## src/rtl/core/psar_pkg.sv

```systemverilog
`default_nettype none
// ----------------------------------------------------------------------------
// psar_pkg
// Shared types and constants for the scroll / video-address register unit.
// ----------------------------------------------------------------------------
package psar_pkg;

   localparam int unsigned AddrWidth   = 15;
   localparam int unsigned FetchWidth  = 14;
   localparam int unsigned ActionWidth = 4;
   localparam int unsigned DataWidth   = 8;
   localparam int unsigned FineWidth   = 3;
   localparam int unsigned ShiftWidth  = 3;

   localparam logic [4:0] CoarseYWrapRow = 5'd29;
   localparam logic [4:0] CoarseMax      = 5'd31;
   localparam logic [2:0] FineYMax       = 3'd7;

   typedef enum logic [ActionWidth-1:0] {
      ACT_CTRL_WRITE   = 4'd0,
      ACT_MASK_WRITE   = 4'd1,
      ACT_STATUS_READ  = 4'd2,
      ACT_SCROLL_WRITE = 4'd3,
      ACT_ADDR_WRITE   = 4'd4,
      ACT_DATA_ACCESS  = 4'd5,
      ACT_INC_X        = 4'd6,
      ACT_INC_Y        = 4'd7,
      ACT_COPY_X       = 4'd8,
      ACT_COPY_Y       = 4'd9
   } action_type;

   typedef struct packed {
      logic [AddrWidth-1:0] current_addr;
      logic [AddrWidth-1:0] pending_addr;
      logic [FineWidth-1:0] fine_scroll;
      logic                 second_write;
      logic                 row_increment;
      logic                 render_enable;
   } state_type;

   typedef struct packed {
      logic [FetchWidth-1:0] tile_fetch_address;
      logic [FetchWidth-1:0] attribute_fetch_address;
      logic [ShiftWidth-1:0] attribute_shift;
   } fetch_type;

endpackage
`default_nettype wire

```

## src/rtl/core/psar_step.sv

```systemverilog
`default_nettype none
// ----------------------------------------------------------------------------
// psar_step
// Next-state logic: apply one action word to the scroll/address registers.
// ----------------------------------------------------------------------------
module psar_step (
   input  wire psar_pkg::state_type                  state_cur,
   input  wire logic [psar_pkg::ActionWidth-1:0]     action,
   input  wire logic [psar_pkg::DataWidth-1:0]       data_byte,
   output psar_pkg::state_type                       state_nxt
);
   import psar_pkg::*;

   logic [AddrWidth-1:0] v;
   logic [AddrWidth-1:0] t;
   logic [AddrWidth-1:0] inc_x_addr;
   logic [AddrWidth-1:0] inc_y_addr;
   logic [AddrWidth-1:0] step_addr;
   logic [4:0]           cx;
   logic [4:0]           cy;
   logic [2:0]           fy;
   logic [4:0]           cy_nxt;
   logic                 nt_y_flip;

   assign v  = state_cur.current_addr;
   assign t  = state_cur.pending_addr;
   assign cx = v[4:0];
   assign cy = v[9:5];
   assign fy = v[14:12];

   // Coarse X: wrap at 31 and flip horizontal nametable.
   always_comb begin
      inc_x_addr = v;
      if (cx == CoarseMax) begin
         inc_x_addr[4:0] = 5'd0;
         inc_x_addr[10]  = ~v[10];
      end else begin
         inc_x_addr[4:0] = cx + 5'd1;
      end
   end

   // Fine Y, then coarse Y with the row-29 wrap.
   always_comb begin
      nt_y_flip = 1'b0;
      cy_nxt    = cy + 5'd1;
      if (cy == CoarseYWrapRow) begin
         cy_nxt    = 5'd0;
         nt_y_flip = 1'b1;
      end else if (cy == CoarseMax) begin
         cy_nxt = 5'd0;
      end
      inc_y_addr = v;
      if (fy != FineYMax) begin
         inc_y_addr[14:12] = fy + 3'd1;
      end else begin
         inc_y_addr[14:12] = 3'd0;
         inc_y_addr[9:5]   = cy_nxt;
         inc_y_addr[11]    = v[11] ^ nt_y_flip;
      end
   end

   assign step_addr = v + (state_cur.row_increment ? AddrWidth'(32) : AddrWidth'(1));

   always_comb begin
      state_nxt = state_cur;
      unique case (action_type'(action))
         ACT_CTRL_WRITE: begin
            state_nxt.pending_addr[11:10] = data_byte[1:0];
            state_nxt.row_increment       = data_byte[2];
         end
         ACT_MASK_WRITE: begin
            state_nxt.render_enable = |data_byte[4:3];
         end
         ACT_STATUS_READ: begin
            state_nxt.second_write = 1'b0;
         end
         ACT_SCROLL_WRITE: begin
            if (!state_cur.second_write) begin
               state_nxt.fine_scroll       = data_byte[2:0];
               state_nxt.pending_addr[4:0] = data_byte[7:3];
               state_nxt.second_write      = 1'b1;
            end else begin
               state_nxt.pending_addr[14:12] = data_byte[2:0];
               state_nxt.pending_addr[9:5]   = data_byte[7:3];
               state_nxt.second_write        = 1'b0;
            end
         end
         ACT_ADDR_WRITE: begin
            if (!state_cur.second_write) begin
               state_nxt.pending_addr = {1'b0, data_byte[5:0], t[7:0]};
               state_nxt.second_write = 1'b1;
            end else begin
               state_nxt.pending_addr = {t[14:8], data_byte};
               state_nxt.current_addr = {t[14:8], data_byte};
               state_nxt.second_write = 1'b0;
            end
         end
         ACT_DATA_ACCESS: begin
            state_nxt.current_addr = step_addr;
         end
         ACT_INC_X: begin
            if (state_cur.render_enable) state_nxt.current_addr = inc_x_addr;
         end
         ACT_INC_Y: begin
            if (state_cur.render_enable) state_nxt.current_addr = inc_y_addr;
         end
         ACT_COPY_X: begin
            if (state_cur.render_enable) begin
               state_nxt.current_addr[4:0] = t[4:0];
               state_nxt.current_addr[10]  = t[10];
            end
         end
         ACT_COPY_Y: begin
            if (state_cur.render_enable) begin
               state_nxt.current_addr[9:5]   = t[9:5];
               state_nxt.current_addr[14:11] = t[14:11];
            end
         end
         default: begin
            state_nxt = state_cur;
         end
      endcase
   end

endmodule
`default_nettype wire

```

## src/rtl/core/psar_fetch.sv

```systemverilog
`default_nettype none
// ----------------------------------------------------------------------------
// psar_fetch
// Derive tile and attribute fetch addresses from the current address.
// ----------------------------------------------------------------------------
module psar_fetch (
   input  wire logic [psar_pkg::AddrWidth-1:0] current_addr,
   output psar_pkg::fetch_type                 fetch
);
   import psar_pkg::*;

   logic [4:0] cx;
   logic [4:0] cy;

   assign cx = current_addr[4:0];
   assign cy = current_addr[9:5];

   // Tile: 0x2000 | v[11:0]. Attribute: 0x23C0 | nt | cy[4:2] << 3 | cx[4:2].
   assign fetch.tile_fetch_address      = {2'b10, current_addr[11:0]};
   assign fetch.attribute_fetch_address = {2'b10, current_addr[11:10], 4'b1111,
                                           cy[4:2], cx[4:2]};
   assign fetch.attribute_shift         = {cy[1], cx[1], 1'b0};

endmodule
`default_nettype wire

```

## src/rtl/core/ppu_scroll_address_registers.sv

```systemverilog
`default_nettype none
// ----------------------------------------------------------------------------
// ppu_scroll_address_registers
// Scroll and video-address register unit (v/t/x/w scheme) of a tile engine.
// ----------------------------------------------------------------------------
// Usage:
//   Request channel (req_*): one word per action, a CPU register write,
//   status read, data-port access or render tick, with its data byte.
//   Response channel (rsp_*): one word per request, showing the registers
//   after the action plus the tile/attribute fetch addresses and the
//   attribute shift taken from the updated current address.
//   Response: registered; it is valid in the cycle after the request is taken.
//   Throughput: one request per cycle while responses are taken; the register
//   update and the fetch address logic both sit in one combinational pass
//   ahead of the response register.
//   Stall: the response register holds while rsp_ready is low; req_ready
//   drops only while a response is held, and rises again in the cycle the
//   held word is taken, so a new request can enter in that same cycle.
//   Reset: all scroll/address state clears to zero (step by one, rendering
//   off, toggle cleared) and the response register empties.
//   Render ticks change nothing while both mask bits 3 and 4 are clear.
// ----------------------------------------------------------------------------
module ppu_scroll_address_registers (
   input  wire logic                                clock,
   input  wire logic                                reset,
   input  wire logic                                req_valid,
   output logic                                     req_ready,
   input  wire logic [psar_pkg::ActionWidth-1:0]    req_action,
   input  wire logic [psar_pkg::DataWidth-1:0]      req_data_byte,
   output logic                                     rsp_valid,
   input  wire logic                                rsp_ready,
   output logic [psar_pkg::AddrWidth-1:0]           rsp_vram_address,
   output logic [psar_pkg::AddrWidth-1:0]           rsp_temp_address,
   output logic [psar_pkg::FineWidth-1:0]           rsp_fine_x_scroll,
   output logic                                     rsp_write_toggle,
   output logic [psar_pkg::FetchWidth-1:0]          rsp_tile_fetch_address,
   output logic [psar_pkg::FetchWidth-1:0]          rsp_attribute_fetch_address,
   output logic [psar_pkg::ShiftWidth-1:0]          rsp_attribute_shift
);
   import psar_pkg::*;

   state_type state_ff;
   state_type state_in;
   fetch_type fetch_in;
   state_type rsp_state_ff;
   fetch_type rsp_fetch_ff;
   logic      rsp_valid_ff;
   logic      rsp_valid_in;
   logic      req_take;

   // Take a new word whenever the response slot is empty or being drained.
   assign req_ready = !rsp_valid_ff || rsp_ready;
   assign req_take  = req_valid && req_ready;

   psar_step u_psar_step (
      .state_cur (state_ff),
      .action    (req_action),
      .data_byte (req_data_byte),
      .state_nxt (state_in)
   );

   psar_fetch u_psar_fetch (
      .current_addr (state_in.current_addr),
      .fetch        (fetch_in)
   );

   // Architectural state: advance only on an accepted word.
   always_ff @(posedge clock) begin
      if (reset) begin
         state_ff <= '0;
      end else if (req_take) begin
         state_ff <= state_in;
      end
   end

   // Response valid: set on accept, drop once taken with nothing new behind it.
   always_comb begin
      rsp_valid_in = rsp_valid_ff;
      if (req_take) begin
         rsp_valid_in = 1'b1;
      end else if (rsp_ready) begin
         rsp_valid_in = 1'b0;
      end
   end

   always_ff @(posedge clock) begin
      if (reset) begin
         rsp_valid_ff <= 1'b0;
      end else begin
         rsp_valid_ff <= rsp_valid_in;
      end
   end

   // Response payload: load on accept, hold otherwise.
   always_ff @(posedge clock) begin
      if (req_take) begin
         rsp_state_ff <= state_in;
         rsp_fetch_ff <= fetch_in;
      end
   end

   assign rsp_valid                   = rsp_valid_ff;
   assign rsp_vram_address            = rsp_state_ff.current_addr;
   assign rsp_temp_address            = rsp_state_ff.pending_addr;
   assign rsp_fine_x_scroll           = rsp_state_ff.fine_scroll;
   assign rsp_write_toggle            = rsp_state_ff.second_write;
   assign rsp_tile_fetch_address      = rsp_fetch_ff.tile_fetch_address;
   assign rsp_attribute_fetch_address = rsp_fetch_ff.attribute_fetch_address;
   assign rsp_attribute_shift         = rsp_fetch_ff.attribute_shift;

endmodule
`default_nettype wire

```

## config.mk

```make
export PLATFORM = sky130hd
export DESIGN_NAME = ppu_scroll_address_registers
export DESIGN_NICKNAME = d
export VERILOG_FILES = /design/src/rtl/core/psar_pkg.sv /design/src/rtl/core/psar_step.sv /design/src/rtl/core/psar_fetch.sv /design/src/rtl/core/ppu_scroll_address_registers.sv
export SDC_FILE = /design/constraint.sdc
export NUM_CORES = 1
export LEC_CHECK = 0
export BUFFER_PORTS_ARGS = -buffer_cell sky130_fd_sc_hd__buf_2
export CAP_MARGIN = 20
export CORE_MARGIN = 4
export CORE_UTILIZATION = 50
export DETAILED_ROUTE_END_ITERATION = 8
export PLACE_DENSITY = 0.83
export REMOVE_ABC_BUFFERS = 1
export SLEW_MARGIN = 20
export SYNTH_ARGS = -nofsm -noshare
export SYNTH_HDL_FRONTEND = slang
export SYNTH_SLANG_ARGS = --single-unit
```

## constraint.sdc

```tcl
create_clock -name clock -period 4 [get_ports clock]
set_clock_uncertainty 0.1 [all_clocks]
set_input_delay 0.6 -clock clock [delete_from_list [all_inputs] [get_ports clock]]
set_output_delay 0.6 -clock clock [all_outputs]
set_load 0.005 [all_outputs]
```

## Word level (Yosys, flattened, before mapping)

Index checks and enable logic that the tools add are counted.
Widths: inputs -> output; s select.

- Eq/ne operators: 13
- Add/sub/neg operators: 4
- Multipliers: 0
- Shifts and indexed selects: 0
- Bitwise logic cells: 2
- $lt $le $gt $ge: 0
- Divide/modulo/power cells: 0
- Reduce and logical (&&, ||, !) cells: 9
- Mux-type cells: 32

Operator list:

| kind | count |
|---|---|
| $pmux 5 s5 | 2 |
| $mux 15 | 3 |
| $mux 5 | 7 |
| $pmux 10 s2 | 1 |
| $pmux 4 s5 | 1 |
| $eq 4x3->1 const B | 4 |
| $add 15x6->15 | 1 |
| $eq 5x5->1 const B | 3 |
| $mux 11 | 1 |
| $add 5x1->5 const B | 2 |
| $mux 3 | 3 |
| $eq 4x2->1 const B | 2 |
| $eq 4x4->1 const B | 2 |
| $mux 8 | 1 |
| $mux 1 | 7 |
| $mux 6 | 1 |
| $pmux 3 s2 | 1 |
| $pmux 1 s5 | 1 |
| $eq 4x1->1 const B | 1 |
| $logic_not 4->1 | 1 |
| $mux 4 | 1 |
| $pmux 2 s2 | 1 |
| $reduce_and 2->1 | 2 |
| $reduce_or 2->1 | 2 |
| other kinds (9) | 9 |

- Bits in registers: 93
- RAM bits: 0
- Output and inout bits: 67
- Word-level logic and storage cells: 74
- Bits of input ports: 16
- Memory bits (read-only): 0
- Memories kept: 0
- Latch bits: 0

## Longest topological paths before layout

Gate-level depths: netlist of run 1.

- Depth after elaboration: 6
- Depth in mapped cells: 9
- Depth with buffers taken out: 8

## Hierarchy

A second synthesis of run 1 with hierarchy kept.

- Cell total of the unflattened synthesis: 577
- Area total of the unflattened synthesis: 5869.4 µm²

By module, submodules not included:

| module | times used | cells an instance | area each (µm²) | sequential area each (µm²) |
|---|---|---|---|---|
| ppu_scroll_address_registers | 1 | 234 | 3568.4 | 2692.6 |
| psar_step | 1 | 310 | 2060.7 | 0.0 |
| psar_fetch | 1 | 33 | 240.2 | 0.0 |

## Worst setup path before layout of run 1

OpenSTA, ideal clock, no wires.

- Path kind: in2reg
- From: in rsp_ready
- To: reg state_ff[24] (netlist bit)
- Data required time: 3689 ps
- Path buffers: 1
- Setup time: 211 ps
- Cell stages on the path: 5
- Arrival: 2304 ps
- Setup slack: 1385 ps
- Cells stage by stage: nand2b_1 -> nand2_1 -> inv_1 -> clkbuf_1 -> a41oi_1

- Word-level cells in the longest chain between the ends: 2

RTL lines:

| element | line | RTL |
|---|---|---|
| from (decl) | ppu_scroll_address_registers.sv:31 | `input wire logic rsp_ready,` |
| $logic_or 1x1->1 | ppu_scroll_address_registers.sv:52 | `assign req_ready = !rsp_valid_ff \|\| rsp_ready;` |
| $logic_and 1x1->1 | ppu_scroll_address_registers.sv:53 | `assign req_take = req_valid && req_ready;` |
| named net req_take | ppu_scroll_address_registers.sv:49 | `logic req_take;` |
| to (signal assigned) | ppu_scroll_address_registers.sv:72 | `state_ff <= state_in;` |
| to (decl) | ppu_scroll_address_registers.sv:42 | `state_type state_ff;` |

The timed path passes the listed nets, and every way through them passes these cells.
A chain may end at the register's enable or synchronous reset.

==> results of run 1 <==
[power by group through the flow]
stage | registers [W] | logic (W) | clock network (W)
final | 0.000850 | 0.000253 | 0.000598
after global routing | 0.000856 | 0.000280 | 0.000646
after CTS | 0.000849 | 0.000251 | 0.000611
after detailed placement | 0.000865 | 0.000250 | 0
after global placement | 0.000863 | 0.000247 | 0
after floorplan | 0.000864 | 0.000128 | 0
[routing by layer]
layer / GRT usage / share of wire / vias to the layer above
met1: 0.300 / 0.42 / 2016
li1: - / - / 2007
met4: 0.0937 / 0.028 / 0
met5: 0 / 0 / -
met2: 0.380 / 0.47 / 222
met3: 0.0500 / 0.082 / 28
[flip-flops by register name, summed over array words and instances, names as in the netlist]
signal and cells:
rsp_valid 1, rsp_fine_x_scroll 3, rsp_write_toggle 1, rsp_vram_address 15, rsp_temp_address 15, state_ff 36
[tightest hold or removal path, stage by stage, from the launching register on]
cell and delay, ns:
sky130_fd_sc_hd__dfxtp_1 0.32, sky130_fd_sc_hd__nand2_1 0.05, sky130_fd_sc_hd__a21oi_1 0.06
[through the flow]
| step | power [W] | cell area, sq um | instances | hold slack (ns) |
|---|---|---|---|---|
| 2_1_floorplan | 0.000992 | 4280 | 469 | 0.328 |
| 3_3_place_gp | 0.00111 | 4840 | 660 | 0.340 |
| 3_5_place_dp | 0.00111 | 4840 | 660 | 0.361 |
| 4_1_cts | 0.00171 | 5040 | 676 | 0.369 |
| 5_1_grt | 0.00178 | 5040 | 676 | 0.372 |
| 6_report | 0.00170 | 5040 | 676 | 0.368 |
[final cells by class]
type	instances	area, sq um
Fill cell	847	4160
Multi-Input combinational cell	380	2450
Sequential cell	71	1760
Timing Repair Buffer	80	418
Tap cell	111	139
Clock buffer	9	124
Clock inverter	7	77.6
Inverter	18	67.6
[cells in the final DEF (no fill, tap or decap), types with 4 or more instances in the layout]
cell                        synthesis  final
sky130_fd_sc_hd__o221a_2            5      5
sky130_fd_sc_hd__nand2_1           52     52
sky130_fd_sc_hd__a211oi_1          11     11
sky130_fd_sc_hd__a22oi_1            4      4
sky130_fd_sc_hd__mux2_2             4      4
sky130_fd_sc_hd__edfxtp_1          34     34
sky130_fd_sc_hd__nor3_1            17     17
sky130_fd_sc_hd__nand3_1           15     15
sky130_fd_sc_hd__a311oi_1           4      4
sky130_fd_sc_hd__buf_4             33      7
sky130_fd_sc_hd__or3_1              5      5
sky130_fd_sc_hd__ha_1              10     10
sky130_fd_sc_hd__a32oi_1            5      5
sky130_fd_sc_hd__o2bb2ai_1          5      5
sky130_fd_sc_hd__a31oi_1            8      8
sky130_fd_sc_hd__a211o_1            4      4
sky130_fd_sc_hd__nor4_1             6      6
sky130_fd_sc_hd__inv_1             17     16
sky130_fd_sc_hd__o211ai_1           8      8
sky130_fd_sc_hd__o21ai_0           24     24
sky130_fd_sc_hd__clkbuf_8           0      9
sky130_fd_sc_hd__and3_1             7      7
sky130_fd_sc_hd__nand2b_1           6      6
sky130_fd_sc_hd__a21oi_1           39     39
sky130_fd_sc_hd__mux2i_1           13     13
sky130_fd_sc_hd__conb_1             2      9
sky130_fd_sc_hd__buf_2             15     73
sky130_fd_sc_hd__nor2_1            42     42
sky130_fd_sc_hd__dfxtp_1           37     37
sky130_fd_sc_hd__a221oi_1           4      4
sky130_fd_sc_hd__nand4_1            5      5
sky130_fd_sc_hd__o22ai_1            8      8
[cells by family after synthesis]
group,after synthesis,synth area share
buffers and inverters,92,0.110
AO/OA/AOI/OAI,159,0.235
AND/OR/NAND/NOR,181,0.205
flip-flops,71,0.374
XOR/XNOR,3,0.00558
multiplexers,18,0.0420
adder cells (fa/ha/maj),10,0.0266
other,2,0.00160
[worst max path at each step]
| stage | cells after the start | start | to | slack (ns) |
|---|---|---|---|---|
| 6_report | 8 | state_ff[27] | rsp_vram_address[5] | 1.39 |
| 2_1_floorplan | 5 | rsp_ready | state_ff[31] | 0.89 |
| 3_3_place_gp | 5 | req_action[2] | rsp_vram_address[9] | 1.31 |
| 4_1_cts | 7 | state_ff[21] | rsp_vram_address[10] | 1.44 |
| 5_1_grt | 7 | state_ff[21] | rsp_vram_address[10] | 1.24 |
| 3_5_place_dp | 6 | req_action[2] | state_ff[29] | 1.25 |
==> run_summary.xml, run 1 <==
<?xml version="1.0" encoding="UTF-8"?>
<metrics>
  <group name="global_routing">
    <metric name="first_pass_grt_wire_length" unit="um">20800</metric>
    <metric name="grt_usage" unit="">0.233</metric>
    <metric name="gr-total-overflow" unit="">0</metric>
    <metric name="grt_max_degree" unit="">54</metric>
    <metric name="first_global_vias" unit="">3969</metric>
    <metric name="grt_antenna_before_repair" unit="">0</metric>
  </group>
  <group name="worst_setup_path">
    <metric name="reg2regPathDepth" unit="">8</metric>
    <metric name="critPathBufInv" unit="">0</metric>
    <metric name="critical_path.top_delay_family" unit="">flip-flops</metric>
    <metric name="crit_arrival" unit="ns">2.61</metric>
    <metric name="cpMaxStageDelayCell" unit="">sky130_fd_sc_hd__dfxtp_1</metric>
    <metric name="critPathMaxStageDelay" unit="ns">0.66</metric>
    <metric name="critical_path.cell_chain" unit="">ha_1 &gt; and3_1 &gt; ha_1 &gt; and3b_1 &gt; mux2i_1 &gt; nor2_1 &gt; a211oi_1 &gt; a21oi_1</metric>
    <metric name="startpoint_type" unit="">flip-flop</metric>
    <metric name="crit_fanout" unit="">16</metric>
    <metric name="critPathCaptureType" unit="">flip-flop</metric>
    <metric name="timing.rr.end" unit="">rsp_vram_address[5]</metric>
    <metric name="critical_path_class" unit="">reg2reg</metric>
    <metric name="regToRegSetupSlack" unit="ns">1.39</metric>
    <metric name="critPathRequiredTime" unit="ns">4.00</metric>
    <metric name="worstReg2RegStart" unit="">state_ff[27]</metric>
    <metric name="path_common_cell" unit="">sky130_fd_sc_hd__ha_1</metric>
  </group>
  <group name="detailed_routing">
    <metric name="ant_nets" unit="">0</metric>
    <metric name="routed_wl" unit="um">12800</metric>
    <metric name="detailroute.via_count" unit="">4273</metric>
    <metric name="via_density_per_instance" unit="">6.32</metric>
    <metric name="drt_drc_violations_left" unit="">0</metric>
    <metric name="drt-pass1-iter-count" unit="">5</metric>
    <metric name="drt-wirelength-per-cell" unit="um">18.9</metric>
    <metric name="detailedRoute.firstIterationViolations" unit="">384</metric>
  </group>
  <group name="synth">
    <metric name="synth_largest_area_cell" unit="">sky130_fd_sc_hd__edfxtp_1</metric>
    <metric name="yosysMostFrequentCell" unit="">sky130_fd_sc_hd__nand2_1</metric>
    <metric name="yosys_warning_count" unit="">0</metric>
    <metric name="syn-instance-count" unit="">536</metric>
    <metric name="netlist_area" unit="sq um">4710</metric>
    <metric name="ys_dominant_reg_cell" unit="">sky130_fd_sc_hd__dfxtp_1</metric>
    <metric name="ys_seq_area_frac" unit="">0.374</metric>
    <metric name="async_reset_ff_frac" unit="">0</metric>
    <metric name="synthTopCellsByArea" unit="">sky130_fd_sc_hd__edfxtp_1 22%, sky130_fd_sc_hd__dfxtp_1 16%, sky130_fd_sc_hd__buf_4 5.3%</metric>
    <metric name="yosys.area.top_type_share" unit="">0.217</metric>
    <metric name="synth-edff-count" unit="">34</metric>
    <metric name="synth_cell_type_count" unit="">74</metric>
    <metric name="ys_ff_latch" unit="">71</metric>
    <metric name="post_synth_most_frequent_cells" unit="">52 x sky130_fd_sc_hd__nand2_1, 42 x sky130_fd_sc_hd__nor2_1, 39 x sky130_fd_sc_hd__a21oi_1, 37 x sky130_fd_sc_hd__dfxtp_1, 34 x sky130_fd_sc_hd__edfxtp_1</metric>
    <metric name="syn_avg_cell_area" unit="sq um">8.78</metric>
  </group>
  <group name="place">
    <metric name="post-dp-hpwl" unit="um">8900</metric>
    <metric name="buffer_ports.inserted" unit="">73</metric>
    <metric name="gpl.final_weighted_congestion" unit="">0.934</metric>
    <metric name="detailedPlace.worstSlack" unit="ns">1.25</metric>
  </group>
  <group name="clock_network">
    <metric name="clock_latency" unit="ns">0.36</metric>
    <metric name="cts_inserted_buffers" unit="">9</metric>
    <metric name="post_cts_hold_buffer_count" unit="">0</metric>
    <metric name="cts_htree_levels" unit="">3</metric>
    <metric name="clk_root_buffer_cell" unit="">sky130_fd_sc_hd__clkbuf_8</metric>
    <metric name="cts_resized" unit="">0</metric>
    <metric name="clk_path_buf_depth" unit="">2</metric>
    <metric name="cts_tree" unit="">yes</metric>
    <metric name="path_clk_slew" unit="ns">0.08</metric>
    <metric name="clkSinkCount" unit="">71</metric>
    <metric name="postCtsSetupRepairBufs" unit="">0</metric>
  </group>
  <group name="power">
    <metric name="p_leak" unit="nW">1.96</metric>
    <metric name="power_density" unit="nW/um^2">338</metric>
    <metric name="power.switching" unit="W">0.000499</metric>
    <metric name="power.clock.fraction" unit="">0.352</metric>
    <metric name="power.combinational.fraction" unit="">0.149</metric>
    <metric name="pint" unit="W">0.00120</metric>
    <metric name="ir_drop" unit="mV">0.229</metric>
    <metric name="share_seq_of_total_power" unit="">0.500</metric>
    <metric name="netSwitchingFraction" unit="">0.293</metric>
  </group>
  <group name="worst_hold_path">
    <metric name="hold_start" unit="">state_ff[4]</metric>
    <metric name="whs_endpoint" unit="">state_ff[4]</metric>
    <metric name="worst_hold_path.num_cells" unit="">2</metric>
    <metric name="hp-class" unit="">reg2reg</metric>
  </group>
  <group name="sta">
    <metric name="max_slew_violation_count" unit="">0</metric>
    <metric name="period_minus_slack" unit="ns">2.61</metric>
    <metric name="timing.slew.headroom" unit="">0.337</metric>
    <metric name="tns" unit="ns">0</metric>
    <metric name="timing.final.crit_share" unit="">0.651</metric>
    <metric name="rsz0062_at_grt" unit="">no</metric>
    <metric name="finalHoldViolCount" unit="">0</metric>
    <metric name="setup_slack" unit="ns">1.39</metric>
    <metric name="max_freq" unit="MHz">384</metric>
    <metric name="finalSetupViolations" unit="">0</metric>
    <metric name="max_slew.worst_pin.slew" unit="ns">0.993</metric>
  </group>
  <group name="die">
    <metric name="io-pin-count" unit="">83</metric>
    <metric name="die_x" unit="um">105</metric>
    <metric name="floorplan.initialDensity" unit="">0.512</metric>
    <metric name="chipHeight" unit="um">105</metric>
    <metric name="floorplan_die_area" unit="sq um">11000</metric>
    <metric name="core-area" unit="sq um">9200</metric>
    <metric name="rows" unit="">35</metric>
  </group>
  <group name="final_layout">
    <metric name="area_growth" unit="%">7.07</metric>
    <metric name="final_util" unit="">0.548</metric>
    <metric name="finish.net_count" unit="">586</metric>
    <metric name="drive_above_1_share" unit="">0.218</metric>
    <metric name="antenna_cells" unit="">0</metric>
  </group>
  <group name="run_status">
    <metric name="outcome" unit="">complete, no violations</metric>
  </group>
  <group name="run">
    <metric name="drv.max_cap_violation_count" unit="">0</metric>
  </group>
</metrics>
(Power assumes the default switching activity.)
==> run 2, diff against run 1 <==
Settings changed: PLACE_DENSITY 0.83 to 0.85.
Clock period 4 ns to 2.17 ns, I/O delays scaled along.
==> run 2 against run 1 <==
Compared with the run above: worst setup slack got worse by 1.4 ns; combinational power increased by 130%; clock-buffer cell count unchanged; first-iteration DRC count is 36% higher; utilization increased by 7.6 points; power is 110% higher; hold slack worse by 0.25 ns; largest cell class unchanged.
==> run_summary.xml, run 2 (synthesis results as in run 1) <==
<?xml version="1.0" encoding="UTF-8"?>
<metrics>
  <group name="worst_setup_path">
    <metric name="critPathCaptureType" unit="">flip-flop</metric>
    <metric name="crit_arrival" unit="ns">2.22</metric>
    <metric name="critical_path_class" unit="">reg2reg</metric>
    <metric name="cp-startpoint" unit="">state_ff[26]</metric>
    <metric name="critPathRequiredTime" unit="ns">2.25</metric>
    <metric name="critical_path.top_delay_family" unit="">compound AO/OA/AOI/OAI gates</metric>
    <metric name="reg2regPathDepth" unit="">8</metric>
    <metric name="crit_fanout" unit="">4</metric>
    <metric name="startpoint_type" unit="">flip-flop</metric>
    <metric name="crit_end" unit="">rsp_vram_address[11]</metric>
    <metric name="cpMaxStageDelayCell" unit="">sky130_fd_sc_hd__dfxtp_4</metric>
    <metric name="path_common_cell" unit="">sky130_fd_sc_hd__buf_4</metric>
    <metric name="worstReg2RegStart" unit="">state_ff[26]</metric>
    <metric name="critical_path.cell_chain" unit="">ha_1 &gt; and3_4 &gt; buf_4 &gt; a211oi_2 &gt; buf_4 &gt; o21a_1 &gt; nor3_1 &gt; a211oi_1</metric>
    <metric name="regToRegSetupSlack" unit="ns">0.03</metric>
    <metric name="critPathMaxStageDelay" unit="ns">0.36</metric>
    <metric name="critical_path_depth" unit="">8</metric>
    <metric name="timing.rr.end" unit="">rsp_vram_address[11]</metric>
    <metric name="critPathBufInv" unit="">2</metric>
  </group>
  <group name="place">
    <metric name="post-dp-hpwl" unit="um">10500</metric>
    <metric name="buffer_ports.inserted" unit="">73</metric>
    <metric name="gpl.final_weighted_congestion" unit="">0.974</metric>
    <metric name="place_inst" unit="">728</metric>
    <metric name="placement.cell_area" unit="sq um">5360</metric>
  </group>
  <group name="global_routing">
    <metric name="gr-usage-met2" unit="">0.423</metric>
    <metric name="grt_max_degree" unit="">41</metric>
    <metric name="most_congested_layer_reported_by_global_routing" unit="">met2</metric>
    <metric name="first_global_vias" unit="">4460</metric>
    <metric name="grt.met3_usage" unit="">0.0488</metric>
    <metric name="grt_antenna_before_repair" unit="">0</metric>
    <metric name="first_pass_grt_wire_length" unit="um">23000</metric>
    <metric name="grt_usage" unit="">0.261</metric>
    <metric name="gr-total-overflow" unit="">0</metric>
    <metric name="globalRouteMet1Util" unit="">0.329</metric>
  </group>
  <group name="detailed_routing">
    <metric name="detailedRoute.firstIterationViolations" unit="">522</metric>
    <metric name="drt-pass1-iter-count" unit="">5</metric>
    <metric name="drt_drc_violations_left" unit="">0</metric>
    <metric name="detailroute.via_count" unit="">4744</metric>
    <metric name="ant_nets" unit="">0</metric>
    <metric name="via_density_per_instance" unit="">6.37</metric>
    <metric name="drt-wirelength-per-cell" unit="um">19.6</metric>
    <metric name="routed_wl" unit="um">14600</metric>
  </group>
  <group name="sta">
    <metric name="period_minus_slack" unit="ns">2.14</metric>
    <metric name="rsz0062_at_grt" unit="">yes</metric>
    <metric name="finalHoldViolCount" unit="">0</metric>
    <metric name="fin_hold_ws" unit="ns">0.120</metric>
    <metric name="timing.final.crit_share" unit="">0.986</metric>
    <metric name="finalSetupViolations" unit="">0</metric>
    <metric name="max_slew_violation_count" unit="">0</metric>
    <metric name="max_freq" unit="MHz">467</metric>
    <metric name="tns" unit="ns">0</metric>
  </group>
  <group name="power">
    <metric name="ir_drop" unit="mV">0.381</metric>
    <metric name="p_leak" unit="nW">2.35</metric>
    <metric name="post-layout-total-power" unit="W">0.00354</metric>
    <metric name="power_density" unit="nW/um^2">617</metric>
  </group>
  <group name="clock_network">
    <metric name="clk_root_buffer_cell" unit="">sky130_fd_sc_hd__clkbuf_8</metric>
    <metric name="cts_htree_levels" unit="">3</metric>
    <metric name="cts_inserted_buffers" unit="">9</metric>
    <metric name="cts_tree" unit="">yes</metric>
    <metric name="clkSinkCount" unit="">71</metric>
    <metric name="post_cts_hold_buffer_count" unit="">0</metric>
    <metric name="clk_path_buf_depth" unit="">2</metric>
    <metric name="path_clk_slew" unit="ns">0.08</metric>
    <metric name="clock_latency" unit="ns">0.36</metric>
  </group>
  <group name="die">
    <metric name="chipHeight" unit="um">105</metric>
    <metric name="core-area" unit="sq um">9200</metric>
    <metric name="die_x" unit="um">105</metric>
    <metric name="rows" unit="">35</metric>
    <metric name="floorplan.initialDensity" unit="">0.512</metric>
    <metric name="io-pin-count" unit="">83</metric>
    <metric name="floorplan_die_area" unit="sq um">11000</metric>
  </group>
  <group name="final_layout">
    <metric name="area_growth" unit="%">21.9</metric>
    <metric name="fin_cells" unit="">745</metric>
    <metric name="largest_reg_flops" unit="">36</metric>
    <metric name="design_area" unit="sq um">5740</metric>
    <metric name="finish.net_count" unit="">656</metric>
    <metric name="regMostFlops" unit="">state_ff</metric>
    <metric name="final_cell_mix" unit="">75 x sky130_fd_sc_hd__buf_4, 73 x sky130_fd_sc_hd__buf_2, 52 x sky130_fd_sc_hd__nand2_1</metric>
    <metric name="antenna_cells" unit="">0</metric>
    <metric name="layout.cells.most_common" unit="">sky130_fd_sc_hd__buf_4</metric>
    <metric name="drive_above_1_share" unit="">0.330</metric>
  </group>
  <group name="run_status">
    <metric name="outcome" unit="">complete, no violations</metric>
  </group>
  <group name="run">
    <metric name="drv.max_cap_violation_count" unit="">0</metric>
  </group>
  <group name="worst_hold_path">
    <metric name="hp-class" unit="">in2reg</metric>
  </group>
</metrics>
==> run 2: through the flow <==
stage | worst slack, ns | utilization
after detailed placement | -0.0884 | 0.583
after CTS | 0.00743 | 0.611
after global placement | -0.0641 | 0.583
final | 0.0308 | 0.624
after global routing | -0.0510 | 0.624
after floorplan | -0.669 | -
==> run 2: layer usage <==
metal  share of wire  up-vias
met5               0        -
met4           0.044        0
met3           0.078       56
met2            0.46      278
met1            0.41     2254
li1                -     2156
==> run 2: worst min-delay path by stage <==
stage	start	to	slack, ns	depth (start not counted)
2_1_floorplan	reset	rsp_valid	0.29	1
5_1_grt	req_valid	rsp_valid	0.14	3
3_3_place_gp	state_ff[3]	state_ff[3]	0.34	2
3_5_place_dp	state_ff[3]	state_ff[3]	0.35	2
6_report	req_valid	rsp_valid	0.12	3
4_1_cts	req_valid	rsp_valid	0.11	3
==> run 2: timing repair <==
| item | 4_1_cts | 5_1_grt |
|---|---|---|
| setup buffers | 0 | 2 |
| gates resized for setup | 1 | 22 |
| pin swaps | 2 | 5 |
| setup endpoints to repair | 2 | 18 |
==> run 2: power breakdown <==
part / switching (W) / internal [W] / total, W
logic: 0.000336 / 0.000249 / 0.000585
registers: 0.0000561 / 0.00149 / 0.00155
clock network: 0.000532 / 0.000874 / 0.00141
total: 0.000924 / 0.00261 / 0.00354
==> run 2: worst register-to-register path, cell delays in order, from the launching register on <==
cell and delay, ns:
sky130_fd_sc_hd__dfxtp_4 0.36, sky130_fd_sc_hd__ha_1 0.29, sky130_fd_sc_hd__and3_4 0.19, sky130_fd_sc_hd__buf_4 0.14
sky130_fd_sc_hd__a211oi_2 0.23, sky130_fd_sc_hd__buf_4 0.15, sky130_fd_sc_hd__o21a_1 0.16, sky130_fd_sc_hd__nor3_1 0.08
sky130_fd_sc_hd__a211oi_1 0.28
==> run 2: layout make-up <==
cell class                      count  area (sq um)
Clock buffer                        9           124
Clock inverter                      6           134
Fill cell                         779          3460
Inverter                           18          67.6
Multi-Input combinational cell    380          2540
Sequential cell                    71          1770
Tap cell                          111           139
Timing Repair Buffer              150           960
